==> config.mk <==
export PLATFORM = sky130hd
export DESIGN_NAME = aesd_ram
export DESIGN_NICKNAME = d
export VERILOG_FILES = /design/src/rtl/core/aesd_ram.sv
export SDC_FILE = /design/constraint.sdc
export NUM_CORES = 2
export LEC_CHECK = 0
export ABC_CLOCK_PERIOD_IN_PS = 12100
export BUFFER_PORTS_ARGS = -buffer_cell sky130_fd_sc_hd__buf_2
export CAP_MARGIN = 20
export CORE_MARGIN = 1.5
export CORE_UTILIZATION = 25
export DETAILED_ROUTE_END_ITERATION = 6
export PLACE_DENSITY = 0.41
export SLEW_MARGIN = 5
export SYNTH_ARGS = -nofsm -noshare
export SYNTH_HDL_FRONTEND = slang
export SYNTH_SLANG_ARGS = --single-unit
==> constraint.sdc <==
create_clock -name aclk -period 12.1 [get_ports aclk]
set_clock_uncertainty 0.15 [all_clocks]
set_input_delay 1.815 -clock aclk [delete_from_list [all_inputs] [get_ports aclk]]
set_output_delay 1.815 -clock aclk [all_outputs]
set_load 0.01 [all_outputs]
==> src/rtl/core/aesd_ram.sv <==
// Generic single-port-write RAM with a registered read port.
`timescale 1ns / 1ps
`default_nettype none
module aesd_ram #(
    parameter int WIDTH = 128,
    parameter int DEPTH = 15
) (
    input  wire logic                     aclk,
    input  wire logic                     we,
    input  wire logic [$clog2(DEPTH)-1:0] waddr,
    input  wire logic [WIDTH-1:0]         wdata,
    input  wire logic [$clog2(DEPTH)-1:0] raddr,
    output logic      [WIDTH-1:0]         rdata
);

    logic [WIDTH-1:0] mem [DEPTH];

    // Write and registered read.
    always_ff @(posedge aclk) begin
        if (we) begin
            mem[waddr] <= wdata;
        end
        rdata <= mem[raddr];
    end

endmodule
`default_nettype wire

* Word level (Yosys, flattened, before mapping) *
Memory sizes are Yosys's and may differ from the RTL's. A register that Yosys moved wholly into a read port is not among the register bits.
Cells that the tools add are included.

storage, ports and cells
  memories = 1
  memory bits (writable) = 1,920
  bits in registers = 0
  output and inout port bits = 128
  input port bits = 138
  logic and storage cells = 3

operators by class
  muxes and demuxes = 2

memories
  name  words  width  rd ports  clocked after Yosys merged registers in  write ports  line  RTL
  mem   15     128    1         1                                        1            16    logic [WIDTH-1:0] mem [DEPTH];

operators with widths
  operator           count
  1-bit two-way mux  2

* Longest topological paths before layout *
  depth after elaboration = 2
  gate-level depth with buffers = 8
  depth with buffers taken out = 4

* Worst setup path before layout *
Ideal clock, no wire load.

  kind = in2reg
  from = input port waddr[2]
  to = memory mem[0][0] (enable)
  setup time = 774 ps
  arrival = 10,968 ps
  cell stages on the path = 2
  buffers on the path = 0
  slack = 208 ps
  data required time = 11,176 ps
  path through = or3b_2 > nor3_1

RTL lines
  what         line  RTL
  from (decl)  10    input wire logic [$clog2(DEPTH)-1:0] waddr,
  to (decl)    16

Straight into the memory's write port.

* Worst setup path in the final report *
  from = input port waddr[3]
  to = memory mem[7][13] (enable)

Straight into the memory's write port.

==> impl_metrics.tcl <==
set metrics [dict create \
    outcome "completed" \
    grt_max_degree 136 \
    syn_inst 3682 \
    power.density_mw_per_mm2 173 \
    syn_avg_cell_area_um2 20.5 \
    synthFlopType "edfxtp_1" \
    hold_slack_ns 0.404 \
    post_drt_wl_per_cell_um 26.5 \
    nFillCells 29300 \
    groute.usage.overall_pct 13.9 \
    slew_headroom_pct 10.5 \
    core_mm2 0.301 \
    cts_setup_buffers 0 \
    clock_latency_ns 0.88 \
    cts.sinks 2048 \
    p_leak_uw 0.0286 \
    min_period_over_period_pct 38.8 \
    start_util_pct 25.2 \
    die_h_um 553 \
    clkTransAtPathRegs_ns 0.06 \
    setup_violations 0 \
    syn2layout_area_growth_pct 17.2 \
    tritoncts "done" \
    period_needed_ns 4.69 \
    post-dp-hpwl_um 107000 \
    drc 0 \
    wl_um 217000 \
    final_core_util_pct 29.5 \
    cts_max_path_buffers 4 \
    final-hold-violation-count 0 \
    rows 201 \
    grt_pass1_wl_um 303000 \
    hold_class "reg2reg" \
    first_pass_iters 5 \
    start_kind "primary input" \
    die_area_mm2 0.306 \
    async_flop_share_pct 0 \
    synth_area_leaders "edfxtp_1 (76%), mux4_2 (8.0%), mux2i_1 (4.8%)" \
    peakVddDrop_v 0.000117 \
    fin_nets 4172 \
    die_w_um 553 \
    ctsHoldBuffers 0 \
    syn_nets 3820 \
    gr-total-overflow 0 \
    worstMarginPinSlew_ns 1.34 \
    setup_slack_ns 7.41 \
    drtIter0Drc 2826 \
    antenna_found_initial 75 \
    root_buffer "clkbuf_16" \
    cp.required_ns 12.39 \
    port_buffers 265 \
    cts_resized 0 \
    setup_tns_ns 0 \
    synth_area_mm2 0.0757 \
    finalWeightedCongestion 0.675 \
    ys_types 31 \
    synth-edff-count 1920 \
    drv_cap 0 \
    ant_nets 0 \
    ys_seq_area_share_pct 79.6 \
    num_vias 36800 \
    maxSlewViolCount 0 \
    synth_top_area_cell "edfxtp_1" \
    ioPinCount 266 \
    synth_top_area_share_pct 76.2 \
    cp_max_fo 35 \
    cts_made_buffers 222 \
    first_global_vias 38300 \
    synth_most_common_cell "edfxtp_1" \
    synthTopCellsByCount "edfxtp_1 (1920), mux2i_1 (360), mux4_2 (268), nand2_1 (130)" \
    end_kind "register" \
    fmax_ghz 0.213 \
    post-place-ws_ns 6.45 \
    viasPerCell 4.49 \
    yosysWarnings 0 \
    rsz0062_at_grt "no" \
    critPathArrivalTime_ns 4.98 \
    drive_above_1_share_pct 22.3 \
    htreeDepth 4 \
    yosys_register_bits 2048 \
    path_class "in2reg" \
]
==> critical path, cell delays in order <==
cell and delay [ns]:
buf_2 0.11, nand3b_1 0.42, nor2_4 0.89, buf_4 0.81
buf_4 0.77
==> path summary, 6_finish.rpt <==
| check | from | endpoint | slack, ns | cells past startpoint |
|---|---|---|---|---|
| max | waddr[3] | mem[7][13] | 7.41 | 5 |
| min | mem[14][119] | rdata[119] | 0.40 | 2 |
| max reg2reg | mem[9][120] | rdata[120] | 10.34 | 3 |
| min reg2reg | mem[14][119] | rdata[119] | 0.40 | 2 |
==> sequential cells by signal, summed over array words and instances (netlist names) <==
name and flops:
rdata 128, mem 1920
==> stage by stage <==
step	cell area [um^2]	instances	total power, uW
floorplan	75700	3682	8560
global placement	81700	7766	8960
detailed placement	81700	7768	8960
CTS	88600	8176	15500
global route	88600	8179	15900
finish	88700	8191	15300
==> power breakdown <==
| part | internal [uW] | switching, uW |
|---|---|---|
| Clock | 3770 | 2760 |
| Sequential | 7930 | 76.9 |
| Combinational | 268 | 506 |
| Total | 12000 | 3350 |
==> kinds of logic after synthesis <==
kind of cell,after synthesis,share of synthesized area [%]
AOI/OAI and AO/OA,500,4.15
buffers and inverters,210,1.60
DFF,2048,79.6
muxes,628,12.7
and+or+nand+nor,296,1.92
==> final cells by class <==
class	count	area, um^2	area share (%)
Sequential cell	2048	60200	67.9
Clock buffer	315	6130	6.92
Multi-Input combinational cell	1424	14400	16.2
Clock inverter	93	796	0.897
Tap cell	3958	4950	5.58
Timing Repair Buffer	335	2130	2.40
Antenna cell	15	37.5	0.0423
Inverter	3	25.0	0.0282
==> cells in the final DEF (no fill, tap or decap), types with 3 or more instances in the layout <==
master and count:
nor2_4 14, clkbuf_1 70, clkinv_2 36, buf_8 3, diode_2 15, buf_12 20, mux2i_1 360, clkinv_1 31
nor2_2 3, edfxtp_1 1920, o21ai_0 13, clkbuf_8 23, o21ai_1 103, buf_2 262, a22oi_1 128, clkinvlp_4 5
inv_6 7, nand2_1 130, clkbuf_16 222, mux4_2 268, nor3_2 4, nand2b_1 120, o211ai_1 12, buf_4 50
o22ai_1 116, dfxtp_1 128, a21oi_1 12, a31oi_1 116, nor2_1 15, bufinv_16 12
==> metal layers <==
metal | track usage (%) | share of wire (%)
met3 | 2.95 | 5.0
met1 | 18.5 | 44
met5 | 0 | 0.11
met2 | 23.1 | 48
met4 | 3.09 | 2.3
No activity file was read; power rests on OpenSTA's default activity.
