$ cat config.mk
export PLATFORM = sky130hd
export DESIGN_NAME = aesd_round
export DESIGN_NICKNAME = d
export VERILOG_FILES = /design/src/rtl/core/aesd_pkg.sv /design/src/rtl/core/aesd_round.sv
export SDC_FILE = /design/constraint.sdc
export NUM_CORES = 2
export LEC_CHECK = 0
export CAP_MARGIN = 5
export CORE_MARGIN = 8
export CORE_UTILIZATION = 25
export DETAILED_ROUTE_END_ITERATION = 6
export DONT_BUFFER_PORTS = 1
export GPL_TIMING_DRIVEN = 0
export SETUP_SLACK_MARGIN = 0.02
export SLEW_MARGIN = 20
export SYNTH_ARGS = -nofsm -noshare
export SYNTH_HDL_FRONTEND = slang
export SYNTH_SLANG_ARGS = --single-unit
$ cat constraint.sdc
create_clock -name vclk -period 6.4
set_input_delay 0.96 -clock vclk [all_inputs]
set_output_delay 0.96 -clock vclk [all_outputs]
set_load 0.01 [all_outputs]
$ cat src/rtl/core/aesd_pkg.sv
// Shared types, constants and byte functions for the AES block decryption unit.
`timescale 1ns / 1ps
`default_nettype none
package aesd_pkg;

    // One ciphertext item on the input channel.
    typedef struct packed {
        logic [63:0] cipher_high;
        logic [63:0] cipher_low;
    } in_t;

    // One plaintext item on the result channel.
    typedef struct packed {
        logic [63:0] plain_high;
        logic [63:0] plain_low;
    } out_t;

    // Configuration register indexes.
    localparam logic [2:0] CFG_KEY_SIZE   = 3'd0;
    localparam logic [2:0] CFG_KEY_WORD_0 = 3'd1;
    localparam logic [2:0] CFG_KEY_WORD_1 = 3'd2;
    localparam logic [2:0] CFG_KEY_WORD_2 = 3'd3;
    localparam logic [2:0] CFG_KEY_WORD_3 = 3'd4;

    // Round kinds handled by the shared round unit.
    localparam logic [1:0] RND_FIRST  = 2'd0;
    localparam logic [1:0] RND_MIDDLE = 2'd1;
    localparam logic [1:0] RND_LAST   = 2'd2;

    localparam logic [7:0] SBOX [256] = '{
        8'h63,8'h7c,8'h77,8'h7b,8'hf2,8'h6b,8'h6f,8'hc5,8'h30,8'h01,8'h67,8'h2b,8'hfe,8'hd7,8'hab,8'h76,
        8'hca,8'h82,8'hc9,8'h7d,8'hfa,8'h59,8'h47,8'hf0,8'had,8'hd4,8'ha2,8'haf,8'h9c,8'ha4,8'h72,8'hc0,
        8'hb7,8'hfd,8'h93,8'h26,8'h36,8'h3f,8'hf7,8'hcc,8'h34,8'ha5,8'he5,8'hf1,8'h71,8'hd8,8'h31,8'h15,
        8'h04,8'hc7,8'h23,8'hc3,8'h18,8'h96,8'h05,8'h9a,8'h07,8'h12,8'h80,8'he2,8'heb,8'h27,8'hb2,8'h75,
        8'h09,8'h83,8'h2c,8'h1a,8'h1b,8'h6e,8'h5a,8'ha0,8'h52,8'h3b,8'hd6,8'hb3,8'h29,8'he3,8'h2f,8'h84,
        8'h53,8'hd1,8'h00,8'hed,8'h20,8'hfc,8'hb1,8'h5b,8'h6a,8'hcb,8'hbe,8'h39,8'h4a,8'h4c,8'h58,8'hcf,
        8'hd0,8'hef,8'haa,8'hfb,8'h43,8'h4d,8'h33,8'h85,8'h45,8'hf9,8'h02,8'h7f,8'h50,8'h3c,8'h9f,8'ha8,
        8'h51,8'ha3,8'h40,8'h8f,8'h92,8'h9d,8'h38,8'hf5,8'hbc,8'hb6,8'hda,8'h21,8'h10,8'hff,8'hf3,8'hd2,
        8'hcd,8'h0c,8'h13,8'hec,8'h5f,8'h97,8'h44,8'h17,8'hc4,8'ha7,8'h7e,8'h3d,8'h64,8'h5d,8'h19,8'h73,
        8'h60,8'h81,8'h4f,8'hdc,8'h22,8'h2a,8'h90,8'h88,8'h46,8'hee,8'hb8,8'h14,8'hde,8'h5e,8'h0b,8'hdb,
        8'he0,8'h32,8'h3a,8'h0a,8'h49,8'h06,8'h24,8'h5c,8'hc2,8'hd3,8'hac,8'h62,8'h91,8'h95,8'he4,8'h79,
        8'he7,8'hc8,8'h37,8'h6d,8'h8d,8'hd5,8'h4e,8'ha9,8'h6c,8'h56,8'hf4,8'hea,8'h65,8'h7a,8'hae,8'h08,
        8'hba,8'h78,8'h25,8'h2e,8'h1c,8'ha6,8'hb4,8'hc6,8'he8,8'hdd,8'h74,8'h1f,8'h4b,8'hbd,8'h8b,8'h8a,
        8'h70,8'h3e,8'hb5,8'h66,8'h48,8'h03,8'hf6,8'h0e,8'h61,8'h35,8'h57,8'hb9,8'h86,8'hc1,8'h1d,8'h9e,
        8'he1,8'hf8,8'h98,8'h11,8'h69,8'hd9,8'h8e,8'h94,8'h9b,8'h1e,8'h87,8'he9,8'hce,8'h55,8'h28,8'hdf,
        8'h8c,8'ha1,8'h89,8'h0d,8'hbf,8'he6,8'h42,8'h68,8'h41,8'h99,8'h2d,8'h0f,8'hb0,8'h54,8'hbb,8'h16
    };

    localparam logic [7:0] INV_SBOX [256] = '{
        8'h52,8'h09,8'h6a,8'hd5,8'h30,8'h36,8'ha5,8'h38,8'hbf,8'h40,8'ha3,8'h9e,8'h81,8'hf3,8'hd7,8'hfb,
        8'h7c,8'he3,8'h39,8'h82,8'h9b,8'h2f,8'hff,8'h87,8'h34,8'h8e,8'h43,8'h44,8'hc4,8'hde,8'he9,8'hcb,
        8'h54,8'h7b,8'h94,8'h32,8'ha6,8'hc2,8'h23,8'h3d,8'hee,8'h4c,8'h95,8'h0b,8'h42,8'hfa,8'hc3,8'h4e,
        8'h08,8'h2e,8'ha1,8'h66,8'h28,8'hd9,8'h24,8'hb2,8'h76,8'h5b,8'ha2,8'h49,8'h6d,8'h8b,8'hd1,8'h25,
        8'h72,8'hf8,8'hf6,8'h64,8'h86,8'h68,8'h98,8'h16,8'hd4,8'ha4,8'h5c,8'hcc,8'h5d,8'h65,8'hb6,8'h92,
        8'h6c,8'h70,8'h48,8'h50,8'hfd,8'hed,8'hb9,8'hda,8'h5e,8'h15,8'h46,8'h57,8'ha7,8'h8d,8'h9d,8'h84,
        8'h90,8'hd8,8'hab,8'h00,8'h8c,8'hbc,8'hd3,8'h0a,8'hf7,8'he4,8'h58,8'h05,8'hb8,8'hb3,8'h45,8'h06,
        8'hd0,8'h2c,8'h1e,8'h8f,8'hca,8'h3f,8'h0f,8'h02,8'hc1,8'haf,8'hbd,8'h03,8'h01,8'h13,8'h8a,8'h6b,
        8'h3a,8'h91,8'h11,8'h41,8'h4f,8'h67,8'hdc,8'hea,8'h97,8'hf2,8'hcf,8'hce,8'hf0,8'hb4,8'he6,8'h73,
        8'h96,8'hac,8'h74,8'h22,8'he7,8'had,8'h35,8'h85,8'he2,8'hf9,8'h37,8'he8,8'h1c,8'h75,8'hdf,8'h6e,
        8'h47,8'hf1,8'h1a,8'h71,8'h1d,8'h29,8'hc5,8'h89,8'h6f,8'hb7,8'h62,8'h0e,8'haa,8'h18,8'hbe,8'h1b,
        8'hfc,8'h56,8'h3e,8'h4b,8'hc6,8'hd2,8'h79,8'h20,8'h9a,8'hdb,8'hc0,8'hfe,8'h78,8'hcd,8'h5a,8'hf4,
        8'h1f,8'hdd,8'ha8,8'h33,8'h88,8'h07,8'hc7,8'h31,8'hb1,8'h12,8'h10,8'h59,8'h27,8'h80,8'hec,8'h5f,
        8'h60,8'h51,8'h7f,8'ha9,8'h19,8'hb5,8'h4a,8'h0d,8'h2d,8'he5,8'h7a,8'h9f,8'h93,8'hc9,8'h9c,8'hef,
        8'ha0,8'he0,8'h3b,8'h4d,8'hae,8'h2a,8'hf5,8'hb0,8'hc8,8'heb,8'hbb,8'h3c,8'h83,8'h53,8'h99,8'h61,
        8'h17,8'h2b,8'h04,8'h7e,8'hba,8'h77,8'hd6,8'h26,8'he1,8'h69,8'h14,8'h63,8'h55,8'h21,8'h0c,8'h7d
    };

    // Multiply by x in GF(2^8).
    function automatic logic [7:0] xtime(input logic [7:0] b);
        xtime = {b[6:0], 1'b0} ^ (b[7] ? 8'h1b : 8'h00);
    endfunction

    // Forward S-box on each byte of a word.
    function automatic logic [31:0] sub_word(input logic [31:0] w);
        sub_word = {SBOX[w[31:24]], SBOX[w[23:16]], SBOX[w[15:8]], SBOX[w[7:0]]};
    endfunction

    // InvMixColumns on one column, byte 0 in the top bits.
    function automatic logic [31:0] inv_mix_col(input logic [31:0] col);
        logic [7:0] a [4];
        logic [7:0] m9 [4];
        logic [7:0] mb [4];
        logic [7:0] md [4];
        logic [7:0] me [4];
        logic [7:0] x2, x4, x8;
        for (int k = 0; k < 4; k++) begin
            a[k]  = col[31 - 8*k -: 8];
            x2    = xtime(a[k]);
            x4    = xtime(x2);
            x8    = xtime(x4);
            m9[k] = x8 ^ a[k];
            mb[k] = x8 ^ x2 ^ a[k];
            md[k] = x8 ^ x4 ^ a[k];
            me[k] = x8 ^ x4 ^ x2;
        end
        inv_mix_col = {me[0] ^ mb[1] ^ md[2] ^ m9[3],
                       m9[0] ^ me[1] ^ mb[2] ^ md[3],
                       md[0] ^ m9[1] ^ me[2] ^ mb[3],
                       mb[0] ^ md[1] ^ m9[2] ^ me[3]};
    endfunction

endpackage
`default_nettype wire

$ cat src/rtl/core/aesd_round.sv
// Shared inverse round unit: InvShiftRows, InvSubBytes, AddRoundKey, InvMixColumns.
`timescale 1ns / 1ps
`default_nettype none
module aesd_round
    import aesd_pkg::*;
(
    input  wire logic [127:0] state_in,
    input  wire logic [127:0] round_key,
    input  wire logic [1:0]   kind,
    output logic      [127:0] state_out
);

    logic [127:0] shifted;
    logic [127:0] keyed;
    logic [127:0] mixed;

    // Byte 4c+r moves to column (c+r) mod 4 through the inverse S-box.
    always_comb begin
        shifted = '0;
        for (int c = 0; c < 4; c++) begin
            for (int r = 0; r < 4; r++) begin
                shifted[127 - 8*(4*((c + r) % 4) + r) -: 8] =
                    INV_SBOX[state_in[127 - 8*(4*c + r) -: 8]];
            end
        end
    end

    assign keyed = shifted ^ round_key;

    // Column mixing on the keyed state.
    always_comb begin
        for (int c = 0; c < 4; c++) begin
            mixed[127 - 32*c -: 32] = inv_mix_col(keyed[127 - 32*c -: 32]);
        end
    end

    // Select by round kind.
    always_comb begin
        unique case (kind)
            RND_FIRST:  state_out = state_in ^ round_key;
            RND_MIDDLE: state_out = mixed;
            RND_LAST:   state_out = keyed;
            default:    state_out = keyed;
        endcase
    end

endmodule
`default_nettype wire

### After elaboration in Yosys (flattened, before gate mapping)

Memories as Yosys holds them, arrays and structs flattened.
Cells that the tools add are included.
Widths: inputs -> output; s select.

| operators by class | value |
|---|---|
| magnitude comparators | 16 |
| mux-type cells | 81 |
| reduce and logical (&&, ||, !) cells | 1 |
| bitwise logic cells | 210 |
| equal/unequal tests | 1 |

Operators by type and width:

| kind | number |
|---|---|
| $xor 8x8->8 | 144 |
| $xor 8x5->8 | 48 |
| $mux 8 | 32 |
| $pmux 128 s2 | 1 |
| $xor 128x128->128 | 2 |
| $mux 5 | 48 |
| $ge 9x9->1 const B | 16 |
| $not 8->9 | 16 |
| $eq 2x1->1 const B | 1 |
| $logic_not 2->1 | 1 |

| storage, ports and cells | value |
|---|---|
| word-level logic and storage cells | 325 |
| memories | 16 |
| register bits | 0 |
| bits in read-only memories | 32768 |
| input port bits | 258 |

Memories:

| name | words | bits a word | read ports | clocked after Yosys merged registers in | wr ports | RTL line | text |
|---|---|---|---|---|---|---|---|
| (no name shown) | 256 | 8 | 1 | 0 | 0 | aesd_round.sv:23 | `INV_SBOX[state_in[127 - 8*(4*c + r) -: 8]];` |
| (no name shown) | 256 | 8 | 1 | 0 | 0 | aesd_round.sv:23 |  |
| (no name shown) | 256 | 8 | 1 | 0 | 0 | aesd_round.sv:23 |  |
| (no name shown) | 256 | 8 | 1 | 0 | 0 | aesd_round.sv:23 |  |
| (no name shown) | 256 | 8 | 1 | 0 | 0 | aesd_round.sv:23 |  |
| (no name shown) | 256 | 8 | 1 | 0 | 0 | aesd_round.sv:23 |  |
| 10 more memories | - | - | - | - | - | - |  |

### Logic depth before layout (Yosys ltp)

| logic depth | value |
|---|---|
| word-level depth | 17 |
| depth in mapped cells | 20 |

### Worst setup path after synthesis

OpenSTA, ideal clock, no wires.

| path | value |
|---|---|
| kind | input to output |
| start point | input state_in[33] |
| end point | output state_out[91] |
| arrival | 5.664 ns |
| stages | 18 |
| buffers on the path | 4 |
| path slack | -0.224 ns |
| cell sequence | clkbuf_1 buf_1 inv_1 ha_1 buf_2 nand2b_1 clkbuf_1 nand2_1 mux4_2 mux4_2 mux2i_1 xnor2_2 xor2_2 xnor3_1 xor2_1 xor3_1 xor2_1 o221ai_1 |

| between the ends | value |
|---|---|
| word-level cells in the longest chain between the ends | 12 |
| elaborated cells on any way between the ends | 13 |

Ends and longest elaborated chain:

| what | RTL line | text |
|---|---|---|
| start, declared | aesd_round.sv:7 | `input wire logic [127:0] state_in,` |
| $not 8->9 (not written as such) (*) | aesd_round.sv:23 |  |
| $mem_v2 256x8 (*) | - |  |
| $mux 8 (not written as such) (*) (2 in series) | aesd_round.sv:23 |  |
| $xor 128x128->128 (*) | aesd_round.sv:28 | `assign keyed = shifted ^ round_key;` |
| $mux 5 or $xor 8x5->8 (tied branches) | aesd_pkg.sv:70 | `xtime = {b[6:0], 1'b0} ^ (b[7] ? 8'h1b : 8'h00);` |
| $xor 8x5->8 | aesd_pkg.sv:70 |  |
| $xor 8x5->8 or $mux 5 (tied branches) | aesd_pkg.sv:70 |  |
| $xor 8x5->8 | aesd_pkg.sv:70 |  |
| $xor 8x8->8 (*) | aesd_pkg.sv:91 | `m9[k] = x8 ^ a[k];` |
| $xor 8x8->8 (*) | aesd_pkg.sv:96 | `inv_mix_col = {me[0] ^ mb[1] ^ md[2] ^ m9[3],` |
| $pmux 128 s2 (*) | aesd_round.sv:39 | `unique case (kind)` |
| end, declared | aesd_round.sv:10 | `output logic [127:0] state_out` |

Every way passes the cells marked *; elsewhere a longest branch is shown, timed or not. The select of a mux whose other input is x is not followed.

### Final worst setup path

| path | value |
|---|---|
| start point | input state_in[120] |
| end point | output state_out[122] |

| between the ends | value |
|---|---|
| word-level cells in the longest chain between the ends | 15 |
| elaborated cells on any way between the ends | 16 |

Ends and longest elaborated chain:

| what | RTL line | text |
|---|---|---|
| $not 8->9 (not written as such) (*) | aesd_round.sv:23 |  |
| $mem_v2 256x8 (*) | - |  |
| $mux 8 (not written as such) (*) (2 in series) | aesd_round.sv:23 |  |
| $xor 128x128->128 (*) | aesd_round.sv:28 |  |
| $mux 5 or $xor 8x5->8 (tied branches) | aesd_pkg.sv:70 |  |
| $xor 8x5->8 or $mux 5 (tied branches) | aesd_pkg.sv:70 |  |
| $xor 8x5->8 (2 in series) | aesd_pkg.sv:70 |  |
| $xor 8x8->8 (2 in series) | aesd_pkg.sv:94 | `me[k] = x8 ^ x4 ^ x2;` |
| $xor 8x8->8 (3 in series) | aesd_pkg.sv:96 |  |
| $pmux 128 s2 (*) | aesd_round.sv:39 |  |

Marks and branches as above.

==> impl_results.md <==
* Fmax at 141 MHz
* Synth top area cells: mux4_2, xnor2_1, ha_1, a21oi_1, o21ai_0
* Clock buf count at 0
* CP arrival at 6.13 ns
* I/O Buffers at 0
* WP data required at 5.44 ns
* Violation count after the first detailed-route iteration at 18200
* Register area share after synthesis at 0%
* Post-synth cell types at 124
* Final hold vios at 0
* Hold Crit Class: in -> out
* CP Capture Type: output pin
* Die height at 545 um
* Ys Warns at 0
* Overflow after GRT at 0
* Core Region at 279000 sq um
* CP Launch Type: input pin
* Cell Area, Synth at 70100 sq um
* Synth area leader: mux4_2
* Initial antenna violation count at 29
* Initial Utilization at 25.1%
* Row cnt at 194
* Pin count of the biggest net entering global routing at 16
* Final period utilization at 111%
* Vias at 102000
* Synth Area per Inst at 6.98 sq um
* Syn Inst Count at 10000
* Total of max-cap violations at 0
* Pre-antenna DRT Iters at 7
* IO Count at 386
* Gp weighted congestion at 1.10
* Finished Layout Cells at 14400
* CP max stage cell: a222oi_1
* Register Area at 0 sq um
* Vias in the first global route at 95200
* First-pass GRT wire length at 801000 um
* RSZ-0062 raised after global routing: true
* Worst-path fanout max at 8
* Final antenna-violating net count at 0
* Worst-Margin Slew at 1.33 ns
* DR DRC count at 62
* Setup violations, final at 52
* Post-layout min period at 7.09 ns
* Largest stage delay, worst path at 1.38 ns
* Placed cells at 13800
* CP Cell Sequence: buf_12 > buf_12 > clkinvlp_4 > ha_4 > and2_4 > buf_4 > nor3_1 > a311o_1 > o311ai_1 > o21ai_0 > mux4_2 > xor2_4 > xnor2_2 > xnor2_1 > xnor2_1 > xnor2_1 > a222oi_1
* Fraction of layout cells with a size suffix above 1 at 31.4%
* Delay-heaviest family, CP: compound AO/OA/AOI/OAI gates
* Top-area cell type share of the netlist area at 7.39%
* Num sequential at 0
* Die Span X at 545 um
* Area grow syn2layout at 34.4%
* Crit path kind: in -> out
* Final worst slack at -0.689 ns
* Placed wire-length estimate at 438000 um
* Vias per std cell at 7.10
* Die area at 297000 sq um
* Relative slew slack at 11.3%
* Top cell by count, worst path: xnor2_1
* Failing checks: DRC, setup timing
* Wire length per cell at 41.2 um
* Max-slew violations at 0
* Wirelength, routed at 594000 um
* Tot GR Track Use at 36.6%
* Syn nets at 10600
* Outcome: finished, violations left
* Crit path buf inv count at 4
* Nets at 11200
[area by class of cell]
class	instances	area (sq um)
Timing Repair Buffer	691	6300
Fill cell	29700	185000
Inverter	207	956
Antenna cell	27	67.6
Buffer	1142	7870
Multi-Input combinational cell	8646	74300
Tap cell	3724	4660
[Yosys cell counts (102+ instances only)]
cell      count
nand2_1     756
a21oi_1     709
nor2_1      657
o21ai_0     633
clkbuf_1    579
xnor2_1     570
nand2b_1    367
buf_2       359
ha_1        293
xor2_1      285
nor3_1      282
nor2b_1     281
nand3_1     278
mux4_2      230
a211oi_1    193
mux2i_1     183
a31oi_1     180
a311oi_1    171
o211ai_1    171
inv_1       159
a221oi_1    152
o22ai_1     128
o311ai_0    114
o31ai_1     102
[what timing repair did]
item / 4_1_cts / 5_1_grt
gates cloned: 1 / 3
hold buffers: 0 / 0
buffers inserted: 501 / 182
pin swaps: 343 / 341
gates resized for setup: 2008 / 858
setup endpoints to repair: 128 / 125
[worst paths after layout]
path | from | to | slack, ns | cells after the start
setup / recovery | state_in[120] | state_out[122] | -0.69 | 17
hold / removal | round_key[15] | state_out[15] | 2.01 | 1
[through the flow]
| stage | worst slack [ns] | instance area (sq um) | TNS [ns] | util [%] | hold WS (ns) |
|---|---|---|---|---|---|
| final | -0.689 | 94200 | -4.90 | 33.7 | 2.01 |
| after global routing | -0.741 | 94100 | -3.50 | 33.7 | 2.02 |
| after CTS | -0.523 | 88900 | -2.32 | 31.8 | 2.02 |
| after detailed placement | -3.04 | 75000 | -306.17 | 26.9 | 2.07 |
| after global placement | -4.01 | 74800 | -368.63 | 26.8 | 2.07 |
| after floorplan | -0.0272 | 70100 | -0.0272 | - | 1.97 |
[per-layer routing]
layer / wire length [um] / track usage (%)
met5: 77 / 0.0481
met4: 67200 / 29.4
met3: 83500 / 12.8
met2: 236000 / 52.9
met1: 207000 / 43.7
[layout by cell type (no fill, tap or decap), drive strengths merged, types with 154 or more instances in the layout]
master  instances
buf          1259
nand2         756
a21oi         709
nor2          659
o21ai         643
xnor2         605
clkbuf        571
nand2b        367
xor2          308
ha            293
nor3          284
nor2b         282
nand3         278
mux4          230
a211oi        195
mux2i         185
a31oi         181
o211ai        171
a311oi        171
a221oi        154
[cells by family (layout without fill, tap and decap cells)]
| family | Yosys count | in the layout | share of synthesized area [%] |
|---|---|---|---|
| compound gates | 3586 | 3586 | 35.9 |
| simple gates | 3299 | 3299 | 24.0 |
| buf+inv | 1393 | 2040 | 9.14 |
| xor+xnor | 992 | 992 | 14.7 |
| mux | 476 | 476 | 11.0 |
| fa+ha+maj | 293 | 293 | 5.23 |
| other cells | 0 | 27 | 0 |
